===== src/assert_macros.svh =====
// shared assertion macros, empty when SYNTHESIS is defined
`ifndef ASSERT_MACROS_SVH
`define ASSERT_MACROS_SVH

`ifndef SYNTHESIS

// same-cycle implication, disabled while in reset
`define ASSERT_IMPLIES(label, clk, rst_n, ante, cons) \
    label: assert property (@(posedge clk) disable iff (!rst_n) (ante) |-> (cons)) \
        else $error("assertion failed: same-cycle implication");

// next-cycle implication, disabled while in reset
`define ASSERT_NEXT(label, clk, rst_n, ante, cons) \
    label: assert property (@(posedge clk) disable iff (!rst_n) (ante) |=> (cons)) \
        else $error("assertion failed: next-cycle implication");

`else

`define ASSERT_IMPLIES(label, clk, rst_n, ante, cons)
`define ASSERT_NEXT(label, clk, rst_n, ante, cons)

`endif

`endif


===== src/sbc_pkg.sv =====
`default_nettype none

package sbc_pkg;

    // input item: one big-endian message word
    typedef struct packed {
        logic [31:0] message_word;
        logic        start_of_message;
    } in_item_t;

    // result item: one chaining word
    typedef struct packed {
        logic [31:0] hash_word;
        logic [2:0]  word_index;
        logic        last_word;
    } out_item_t;

    // five 32-bit chaining words, H0 at index 0
    typedef logic [4:0][31:0] chain_t;

    // back end sequencer states
    typedef enum logic [1:0] {
        ENG_LOAD,
        ENG_ROUND,
        ENG_FINAL
    } eng_state_t;

    // input queue geometry
    localparam int IN_Q_DEPTH = 4;
    localparam int IN_Q_AW    = $clog2(IN_Q_DEPTH);

    // standard initial chaining value
    localparam chain_t SHA1_IV = {
        32'hC3D2E1F0, 32'h10325476, 32'h98BADCFE, 32'hEFCDAB89, 32'h67452301
    };

    // round constants per group of twenty rounds
    localparam logic [31:0] K0 = 32'h5A827999;
    localparam logic [31:0] K1 = 32'h6ED9EBA1;
    localparam logic [31:0] K2 = 32'h8F1BBCDC;
    localparam logic [31:0] K3 = 32'hCA62C1D6;

    // round counter landmarks
    localparam logic [6:0] PHASE1_START = 7'd20;
    localparam logic [6:0] PHASE2_START = 7'd40;
    localparam logic [6:0] PHASE3_START = 7'd60;
    localparam logic [6:0] LAST_ROUND   = 7'd79;

    // word count and output index landmarks
    localparam logic [3:0] LAST_WORD_COUNT = 4'd15;
    localparam logic [2:0] LAST_HASH_INDEX = 3'd4;

endpackage

`default_nettype wire


===== src/sbc_in_queue.sv =====
`default_nettype none

module sbc_in_queue
    import sbc_pkg::*;
(
    input  wire logic     clk,
    input  wire logic     rst_n,
    input  wire logic     push,
    input  wire in_item_t push_item,
    output logic          full,
    input  wire logic     pop,
    output in_item_t      pop_item,
    output logic          empty
);

    in_item_t                 mem [IN_Q_DEPTH];
    logic [IN_Q_AW-1:0]       wr_ptr_reg, wr_ptr_next;
    logic [IN_Q_AW-1:0]       rd_ptr_reg, rd_ptr_next;
    logic [IN_Q_AW:0]         count_reg, count_next;
    logic                     do_push, do_pop;

    // handshake qualification
    assign full     = (count_reg == (IN_Q_AW+1)'(IN_Q_DEPTH));
    assign empty    = (count_reg == '0);
    assign do_push  = push && !full;
    assign do_pop   = pop && !empty;
    assign pop_item = mem[rd_ptr_reg];

    // pointer and count update
    always_comb
    begin
        wr_ptr_next = wr_ptr_reg;
        rd_ptr_next = rd_ptr_reg;
        count_next  = count_reg;
        if (do_push)
        begin
            wr_ptr_next = wr_ptr_reg + 1'b1;
        end
        if (do_pop)
        begin
            rd_ptr_next = rd_ptr_reg + 1'b1;
        end
        if (do_push && !do_pop)
        begin
            count_next = count_reg + 1'b1;
        end
        else if (do_pop && !do_push)
        begin
            count_next = count_reg - 1'b1;
        end
    end

    // control registers
    always_ff @(posedge clk or negedge rst_n)
    begin
        if (!rst_n)
        begin
            wr_ptr_reg <= '0;
            rd_ptr_reg <= '0;
            count_reg  <= '0;
        end
        else
        begin
            wr_ptr_reg <= wr_ptr_next;
            rd_ptr_reg <= rd_ptr_next;
            count_reg  <= count_next;
        end
    end

    // item storage
    always_ff @(posedge clk)
    begin
        if (do_push)
        begin
            mem[wr_ptr_reg] <= push_item;
        end
    end

endmodule

`default_nettype wire


===== src/sbc_engine.sv =====
`default_nettype none
`include "assert_macros.svh"

module sbc_engine
    import sbc_pkg::*;
(
    input  wire logic     clk,
    input  wire logic     rst_n,
    input  wire logic     q_empty,
    input  wire in_item_t q_item,
    output logic          q_pop,
    input  wire logic     ob_busy,
    output logic          ob_load,
    output chain_t        ob_words
);

    eng_state_t  state_reg, state_next;
    logic [3:0]  count_reg, count_next;
    logic [6:0]  round_reg, round_next;
    chain_t      cv_reg, cv_next;
    logic [31:0] sched_reg [16];
    logic [31:0] sched_next [16];
    logic [31:0] a_reg, b_reg, c_reg, d_reg, e_reg;
    logic [31:0] a_next, b_next, c_next, d_next, e_next;
    logic [3:0]  base_count;
    logic [31:0] f_val, k_val, w_mix, tmp;

    // round function and constant by group of twenty rounds
    always_comb
    begin
        priority if (round_reg < PHASE1_START)
        begin
            f_val = (b_reg & c_reg) | (~b_reg & d_reg);
            k_val = K0;
        end
        else if (round_reg < PHASE2_START)
        begin
            f_val = b_reg ^ c_reg ^ d_reg;
            k_val = K1;
        end
        else if (round_reg < PHASE3_START)
        begin
            f_val = (b_reg & c_reg) | (b_reg & d_reg) | (c_reg & d_reg);
            k_val = K2;
        end
        else
        begin
            f_val = b_reg ^ c_reg ^ d_reg;
            k_val = K3;
        end
    end

    // schedule recurrence and round sum
    assign w_mix = sched_reg[13] ^ sched_reg[8] ^ sched_reg[2] ^ sched_reg[0];
    assign tmp   = {a_reg[26:0], a_reg[31:27]} + f_val + e_reg + k_val + sched_reg[0];

    // final addition into the chaining value
    always_comb
    begin
        ob_words[0] = cv_reg[0] + a_reg;
        ob_words[1] = cv_reg[1] + b_reg;
        ob_words[2] = cv_reg[2] + c_reg;
        ob_words[3] = cv_reg[3] + d_reg;
        ob_words[4] = cv_reg[4] + e_reg;
    end

    assign base_count = q_item.start_of_message ? 4'd0 : count_reg;

    // sequencer: collect sixteen words, run eighty rounds, add and hand off
    always_comb
    begin
        state_next = state_reg;
        count_next = count_reg;
        round_next = round_reg;
        cv_next    = cv_reg;
        a_next     = a_reg;
        b_next     = b_reg;
        c_next     = c_reg;
        d_next     = d_reg;
        e_next     = e_reg;
        q_pop      = 1'b0;
        ob_load    = 1'b0;
        for (int i = 0; i < 16; i++)
        begin
            sched_next[i] = sched_reg[i];
        end
        unique case (state_reg)
            ENG_LOAD:
            begin
                if (!q_empty)
                begin
                    q_pop = 1'b1;
                    if (q_item.start_of_message)
                    begin
                        cv_next = SHA1_IV;
                    end
                    for (int i = 0; i < 15; i++)
                    begin
                        sched_next[i] = sched_reg[i+1];
                    end
                    sched_next[15] = q_item.message_word;
                    count_next     = base_count + 4'd1;
                    if (base_count == LAST_WORD_COUNT)
                    begin
                        state_next = ENG_ROUND;
                        round_next = '0;
                        a_next     = cv_reg[0];
                        b_next     = cv_reg[1];
                        c_next     = cv_reg[2];
                        d_next     = cv_reg[3];
                        e_next     = cv_reg[4];
                    end
                end
            end
            ENG_ROUND:
            begin
                for (int i = 0; i < 15; i++)
                begin
                    sched_next[i] = sched_reg[i+1];
                end
                sched_next[15] = {w_mix[30:0], w_mix[31]};
                a_next         = tmp;
                b_next         = a_reg;
                c_next         = {b_reg[1:0], b_reg[31:2]};
                d_next         = c_reg;
                e_next         = d_reg;
                round_next     = round_reg + 7'd1;
                if (round_reg == LAST_ROUND)
                begin
                    state_next = ENG_FINAL;
                end
            end
            ENG_FINAL:
            begin
                if (!ob_busy)
                begin
                    ob_load    = 1'b1;
                    cv_next    = ob_words;
                    state_next = ENG_LOAD;
                end
            end
            default:
            begin
                state_next = ENG_LOAD;
            end
        endcase
    end

    // control state
    always_ff @(posedge clk or negedge rst_n)
    begin
        if (!rst_n)
        begin
            state_reg <= ENG_LOAD;
            count_reg <= '0;
            round_reg <= '0;
            cv_reg    <= SHA1_IV;
        end
        else
        begin
            state_reg <= state_next;
            count_reg <= count_next;
            round_reg <= round_next;
            cv_reg    <= cv_next;
        end
    end

    // schedule window and working variables
    always_ff @(posedge clk)
    begin
        for (int i = 0; i < 16; i++)
        begin
            sched_reg[i] <= sched_next[i];
        end
        a_reg <= a_next;
        b_reg <= b_next;
        c_reg <= c_next;
        d_reg <= d_next;
        e_reg <= e_next;
    end

    // checks
    `ASSERT_IMPLIES(a_round_range, clk, rst_n, state_reg == ENG_ROUND, round_reg <= LAST_ROUND)
    `ASSERT_IMPLIES(a_pop_only_loading, clk, rst_n, q_pop, state_reg == ENG_LOAD)
    `ASSERT_NEXT(a_block_starts_rounds, clk, rst_n, q_pop && base_count == LAST_WORD_COUNT, state_reg == ENG_ROUND && round_reg == 7'd0)
    `ASSERT_NEXT(a_handoff_returns, clk, rst_n, state_reg == ENG_FINAL && !ob_busy, state_reg == ENG_LOAD)
    `ASSERT_IMPLIES(a_load_when_free, clk, rst_n, ob_load, !ob_busy && state_reg == ENG_FINAL)

endmodule

`default_nettype wire


===== src/sbc_out_buffer.sv =====
`default_nettype none

module sbc_out_buffer
    import sbc_pkg::*;
(
    input  wire logic   clk,
    input  wire logic   rst_n,
    input  wire logic   load,
    input  wire chain_t load_words,
    output logic        busy,
    input  wire logic   pop,
    output logic        empty,
    output out_item_t   item
);

    chain_t     words_reg;
    logic [2:0] idx_reg, idx_next;
    logic       valid_reg, valid_next;

    // current result item
    assign empty           = !valid_reg;
    assign busy            = valid_reg;
    assign item.hash_word  = words_reg[idx_reg];
    assign item.word_index = idx_reg;
    assign item.last_word  = (idx_reg == LAST_HASH_INDEX);

    // walk through H0..H4
    always_comb
    begin
        idx_next   = idx_reg;
        valid_next = valid_reg;
        if (load)
        begin
            idx_next   = '0;
            valid_next = 1'b1;
        end
        else if (pop && valid_reg)
        begin
            if (idx_reg == LAST_HASH_INDEX)
            begin
                idx_next   = '0;
                valid_next = 1'b0;
            end
            else
            begin
                idx_next = idx_reg + 3'd1;
            end
        end
    end

    // control registers
    always_ff @(posedge clk or negedge rst_n)
    begin
        if (!rst_n)
        begin
            idx_reg   <= '0;
            valid_reg <= 1'b0;
        end
        else
        begin
            idx_reg   <= idx_next;
            valid_reg <= valid_next;
        end
    end

    // result words
    always_ff @(posedge clk)
    begin
        if (load)
        begin
            words_reg <= load_words;
        end
    end

endmodule

`default_nettype wire


===== src/sha1_block_compress.sv =====
`default_nettype none

// SHA-1 compression of 512-bit blocks fed as sixteen big-endian 32-bit words;
// start_of_message on a word reloads the standard initial chaining value and
// makes that word the first of a new block, otherwise the chaining value
// carries over for multi-block messages. Padding is up to the caller. After
// each sixteenth word five result items come out, H0 to H4, the last flagged.
// Words are taken at one per cycle from a four-entry input queue while the
// block is being collected and the queue is not empty; the single round unit
// then runs 80 rounds at one per cycle, and the final add is handed to the
// result buffer once that buffer is free. Words of the next block queue up
// during the rounds, and results wait in their own buffer.
module sha1_block_compress
    import sbc_pkg::*;
(
    input  wire logic      clk,
    input  wire logic      rst_n,
    input  wire logic      push,
    input  wire in_item_t  message,
    output logic           full,
    input  wire logic      pop,
    output logic           empty,
    output out_item_t      result
);

    in_item_t q_item;
    logic     q_empty;
    logic     q_pop;
    logic     ob_busy;
    logic     ob_load;
    chain_t   ob_words;

    // front: input queue
    sbc_in_queue u_in_queue (
        .clk       (clk),
        .rst_n     (rst_n),
        .push      (push),
        .push_item (message),
        .full      (full),
        .pop       (q_pop),
        .pop_item  (q_item),
        .empty     (q_empty)
    );

    // back: block collection and round engine
    sbc_engine u_engine (
        .clk      (clk),
        .rst_n    (rst_n),
        .q_empty  (q_empty),
        .q_item   (q_item),
        .q_pop    (q_pop),
        .ob_busy  (ob_busy),
        .ob_load  (ob_load),
        .ob_words (ob_words)
    );

    // result buffer
    sbc_out_buffer u_out_buffer (
        .clk        (clk),
        .rst_n      (rst_n),
        .load       (ob_load),
        .load_words (ob_words),
        .busy       (ob_busy),
        .pop        (pop),
        .empty      (empty),
        .item       (result)
    );

endmodule

`default_nettype wire

===== config.mk =====
export PLATFORM = sky130hd
export DESIGN_NAME = sha1_block_compress
export DESIGN_NICKNAME = d
export VERILOG_FILES = /design/src/sbc_pkg.sv /design/src/sbc_in_queue.sv /design/src/sbc_engine.sv /design/src/sbc_out_buffer.sv /design/src/sha1_block_compress.sv
export VERILOG_INCLUDE_DIRS = /design/src /design/src/src
export SDC_FILE = /design/constraint.sdc
export NUM_CORES = 2
export LEC_CHECK = 0
export BUFFER_PORTS_ARGS = -buffer_cell sky130_fd_sc_hd__clkbuf_2
export CAP_MARGIN = 20
export CORE_MARGIN = 4
export CORE_UTILIZATION = 51
export DETAILED_ROUTE_END_ITERATION = 8
export GPL_TIMING_DRIVEN = 1
export PLACE_DENSITY = 0.67
export SLEW_MARGIN = 20
export SYNTH_ARGS = -nofsm -noshare
export SYNTH_HDL_FRONTEND = slang
export SYNTH_SLANG_ARGS = --single-unit

===== constraint.sdc =====
create_clock -name clk -period 23.2 [get_ports clk]
set_input_delay 4.64 -clock clk [delete_from_list [all_inputs] [get_ports clk]]
set_output_delay 4.64 -clock clk [all_outputs]
set_load 0.01 [all_outputs]

# --- Word level (Yosys, flattened, before mapping) ---
# Memory sizes are Yosys's and may differ from the RTL's.
# Cells that the tools add are included.
word_totals:
  reg_bits: 504
  latchBits: 0
  mem_bits_rw: 644
  mem_bits_ro: 0
  inputBits: 37
  n_memories: 2
classes:
  n_addsub: 16
  n_mul: 0
  div: 0
  order_cmp: 4
  n_eq_ne: 11
  shifts: 0
  mux: 52
  bitwise: 14
  n_reduce_logical: 22
memory_table:
  columns: ["name", "words", "width", "read_ports", "rd_clocked_by_memory_dff", "write_ports", "line", "text"]
  rows:
  - ["u_engine.sched_reg", 16, 32, 16, 0, 16, "sbc_engine.sv:21", "logic [31:0] sched_reg [16];"]
  - ["u_in_queue.mem", 4, 33, 1, 0, 1, "sbc_in_queue.sv:16", "in_item_t mem [IN_Q_DEPTH];"]
op_table:
  columns: ["cell", "count"]
  rows:
  - ["$pmux W512 S2", 1]
  - ["$mux W32", 16]
  - ["$mux W512", 1]
  - ["$mux W160", 3]
  - ["$pmux W160 S2", 1]
  - ["$pmux W32 S2", 5]
  - ["$add A32 B32 Y32", 9]
  - ["$xor A32 B32 Y32", 5]
  - ["$and A32 B32 Y32", 4]
  - ["$bmux W32 S3", 1]
  - ["$or A32 B32 Y32", 3]
  - ["$not A32 Y32", 1]
  - ["$mux W31", 1]
  - ["$mux W3", 5]
  - ["$lt A7 B6 Y1 const B", 2]
  - ["$mux W7", 2]
  - ["$pmux W7 S2", 1]
  - ["$reduce_bool A2 Y1", 5]
  - ["$mux W1", 9]
  - ["$mux W2", 4]
  - ["$reduce_and A4 Y1", 2]
  - ["$add A7 B1 Y7 const B", 1]
  - ["$eq A7 B7 Y1 const B", 1]
  - ["$lt A7 B5 Y1 const B", 1]
  - ["other kinds (20)", 35]

# --- Logic depth before layout (Yosys ltp) ---
depth:
  depth_word: 11
  ltp_mapped: 26

# --- Cells and area by module ---
# From an unflattened synthesis, not the netlist that was laid out.
unflattened:
  hier_cells: 4048
  hier_area_um2: 54501.0
by_module_without_submodules:
  columns: ["module", "n_inst", "cells_each", "area_per_inst_um2", "seq_area_each_um2"]
  rows:
  - ["sbc_engine", 1, 3509, 42995.0, 24608.6]
  - ["sbc_out_buffer", 1, 330, 6263.5, 4904.7]
  - ["sbc_in_queue", 1, 209, 5242.5, 4139.0]

# --- Worst setup path before layout ---
# No wires, ideal clock.
synth_timing:
  kind: "register to register"
  startpoint: "register u_engine.state_reg[1]"
  endpoint: "register u_engine.round_reg[5]"
  setup_ns: 0.078
  arrival_ns: 17.184
  required_time_ns: 23.122
  path_slack_ns: 5.939
  stages_incl_launch_ff: 9
  n_path_buf: 1
  period_less_slack_ns: 17.261
  cell_sequence: "dfrtp_1 > clkbuf_1 > nor3_1 > inv_2 > nand2_1 > o21a_1 > nand4_1 > or3_1 > a21oi_1"
synth_between:
  elab_chain_cells: 3
  word_cells_on_any_way: 7
synth_rtl:
  columns: ["element", "line", "text"]
  rows:
  - ["start: declaration", "sbc_engine.sv:17", "eng_state_t state_reg, state_next;"]
  - ["start signal: assignment", "sbc_engine.sv:161", "state_reg <= state_next;"]
  - ["$eq A2 B1 Y1 / $logic_not A2 Y1 (equally long branches)", "sbc_engine.sv:87", "unique case (state_reg)"]
  - ["$reduce_bool A2 Y1 (no line), or another cell as far along", null, null]
  - ["$reduce_and A3 Y1 (no line)", null, null]
  - ["end signal: assignment", "sbc_engine.sv:163", "round_reg <= round_next;"]
  - ["end: declaration", "sbc_engine.sv:19", "logic [6:0] round_reg, round_next;"]
# Parallel ways exist; a longest one is shown, timed or not.
# A chain may end at the register's enable or synchronous reset.

==> impl_metrics.toml <==
[cts]
clockRootBuffer = "clkbuf_16"
insertion_delay_ns = 0.72
cts_buffers = 117
cts_resized = 0
clockBufferDepth = 3
cts_tree = "yes"
postCtsHoldBufs = 0
post-cts-setup-buffer-count = 0
htree_levels = 3
clock_sinks = 1148
clk_pin_slew_ns = 0.07

[global_routing]
grt_pass1_vias = 32350
grt_max_degree = 214
grt-ovfl-total = 0
gr-usage-all-layers = 0.233
antenna_found_initial = 1
grt_first_pass_wirelength_um = 199000

[routing]
vias = 33155
drc = 0
drt-total-wl_um = 131000
drtPass1Iterations = 6
detail-route-antenna-nets = 0
viasPerCell = 5.85
drt_iter0_drc = 3069
avgRoutedWirePerCell_um = 23.1

[layout]
nNetsFinal = 4561
largest_reg_flops = 512
final_core_util = 0.572
area_growth_syn_to_layout_pct = 11.1
fillers = 8417
drive_above_1_share = 0.111

[timing]
setup_viol = 0
max_slew.worst_pin.slew_ns = 1.25
rsz0062_at_grt = "false"
skew_ns = 0.0354
min_period_ns = 7.73
period_share = 0.333
fin_tns_setup_ns = 0
fmax_mhz = 129
final_max_slew_viol_count = 0
finalHoldViolCount = 0
relSlewSlack = 0.167

[worst_setup_path]
slowest_stage = "dfrtp_2"
max_stage_delay_ns = 0.58
path_cells = "buf_4 -> buf_4 -> mux4_2 -> inv_1 -> o21ai_0 -> clkbuf_2"
arrival_ns = 3.09
cp.depth = 6
cp-start-kind = "flop"
end_kind = "output pin"
cp_common_cell = "buf_4"
required_ns = 18.56
crit_path_max_fanout = 18
crit_family = "buffers and inverters"
reg2regPathDepth = 23
critical_path_buf_inv_count = 4
worstSetupPathType = "flop to output pin"

[pwr]
combPwrFrac = 0.223
switching_share = 0.299
clockPowerShare = 0.293
power_density_nw_per_um2 = 112
switchingPower_mw = 2.02
internal-power_mw = 4.74
leakagePower_nw = 23.9
power.share.sequential = 0.484
ir_drop_uv = 108

[placed_design]
port_buffers = 74
globalplace.congestion = 0.957
dp_hpwl_um = 87800

[logic_synthesis]
synth_area_per_cell_um2 = 13.3
yosysMostFrequentCell = "edfxtp_1"
ys_ff_latch = 1148
syn-num-nets = 4472
syn_inst = 4081
syn_area_um2 = 54500
yosysTopAreaCell = "edfxtp_1"
yosys-top-cells-count = "edfxtp_1 (964), nand2_1 (578), inv_1 (257), ha_1 (229), o21ai_0 (226)"
synthArstFlopShare = 0.160
synth_top_area_frac = 0.531
synthDistinctLibCells = 83
ys_dominant_reg_cell = "edfxtp_1"
seq_area_frac_synth = 0.618
synth_edf_count = 964
ys_top_cells_by_area = "edfxtp_1 (53%), ha_1 (5.3%), dfrtp_1 (4.8%)"
ys_warn_count = 0

[die]
placementRows = 119
start_util = 0.515
core_area_um2 = 106000
ios = 75
die_h_um = 335
die_area_um2 = 112000
dieWidth_um = 335

[worst_hold_path]
holdPathStages = 0
hp-class = "flop to flop"

[run]
max_cap_violations = 0

[status]
outcome = "complete, no violations"
path summary, 6_finish.rpt:
path                                                   to                 startpoint  slack [ns]
worst max-delay path                           result[24]    u_out_buffer.idx_reg[0]       15.47
worst min-delay path            u_engine.sched_reg[8][26]  u_engine.sched_reg[9][26]        0.41
worst max register to register         u_engine.a_reg[31]      u_engine.round_reg[5]       15.90
worst min register to register  u_engine.sched_reg[8][26]  u_engine.sched_reg[9][26]        0.41
max in group asynchronous        u_in_queue.rd_ptr_reg[0]                      rst_n       17.06
min in group asynchronous            u_engine.cv_reg[104]                      rst_n        4.00
metal layers:
layer,share of wire,GRT usage
met4,0.036,0.0802
met5,0,0
met1,0.45,0.344
met2,0.45,0.357
met3,0.065,0.0335
cell usage in the layout (no fill, tap or decap), types with 9 or more instances in the layout:
cell type	n
clkinv_2	22
inv_1	256
o32ai_1	22
or3_1	12
nand3_1	33
a211oi_1	24
o21bai_1	22
clkbuf_2	73
xor2_1	58
o211ai_1	19
dfrtp_1	101
clkinv_1	14
nand4_1	18
a21oi_1	165
nor2_1	162
mux4_2	65
nand2b_1	21
clkbuf_16	119
a31oi_1	22
and3_1	25
a21boi_0	9
nor2b_1	45
a21o_1	71
o22a_1	72
nor3_1	34
buf_4	27
xnor2_1	208
ha_1	229
edfxtp_1	964
a22o_1	81
fa_1	125
o21ai_0	226
and2_1	11
nand2_1	576
o21a_1	32
dfstp_2	80
clkbuf_1	23
bufinv_16	17
kinds of logic (layout without fill, tap and decap cells):
family	count (synthesis)	count (layout)	share of synthesized area
adders and majority gates	354	354	0.0985
and+or+nand+nor	980	980	0.0777
DFF	1148	1148	0.618
muxes	73	73	0.0284
xor gates and xnor gates	266	266	0.0428
buffers and inverters	392	583	0.0271
other	0	2	0
AOI/OAI and AO/OA	868	868	0.108
power groups by stage:
stage                     Combinational [mW]  Sequential [mW]  Clock (mW)
after CTS                               1.52             3.27        2.01
after detailed placement                1.51             3.30           0
final                                   1.51             3.27        1.98
after global placement                  1.49             3.27           0
after global routing                    1.65             3.33        2.10
after floorplan                         1.06             3.37           0
stage by stage:
step | area [um2] | cells | total power [mW] | hold slack (ns) | setup WS (ns)
after floorplan | 54500 | 4081 | 4.42 | 0.400 | 5.94
after global placement | 56400 | 5442 | 4.76 | 0.400 | 16.00
after detailed placement | 56400 | 5442 | 4.81 | 0.405 | 15.97
after CTS | 60500 | 5663 | 6.81 | 0.409 | 15.36
after global routing | 60500 | 5663 | 7.08 | 0.414 | 15.30
final | 60500 | 5665 | 6.75 | 0.410 | 15.47
layout make-up:
cell class	count	area [um2]	share of cell area
Sequential cell	1148	33700	0.556
Multi-Input combinational cell	2541	19400	0.321
Clock buffer	146	3120	0.0516
Tap cell	1391	1740	0.0288
Inverter	259	980	0.0162
Clock inverter	75	962	0.0159
Timing Repair Buffer	103	622	0.0103
Antenna cell	2	5.00	0.0000827
Power figures use the tool's default switching activity.
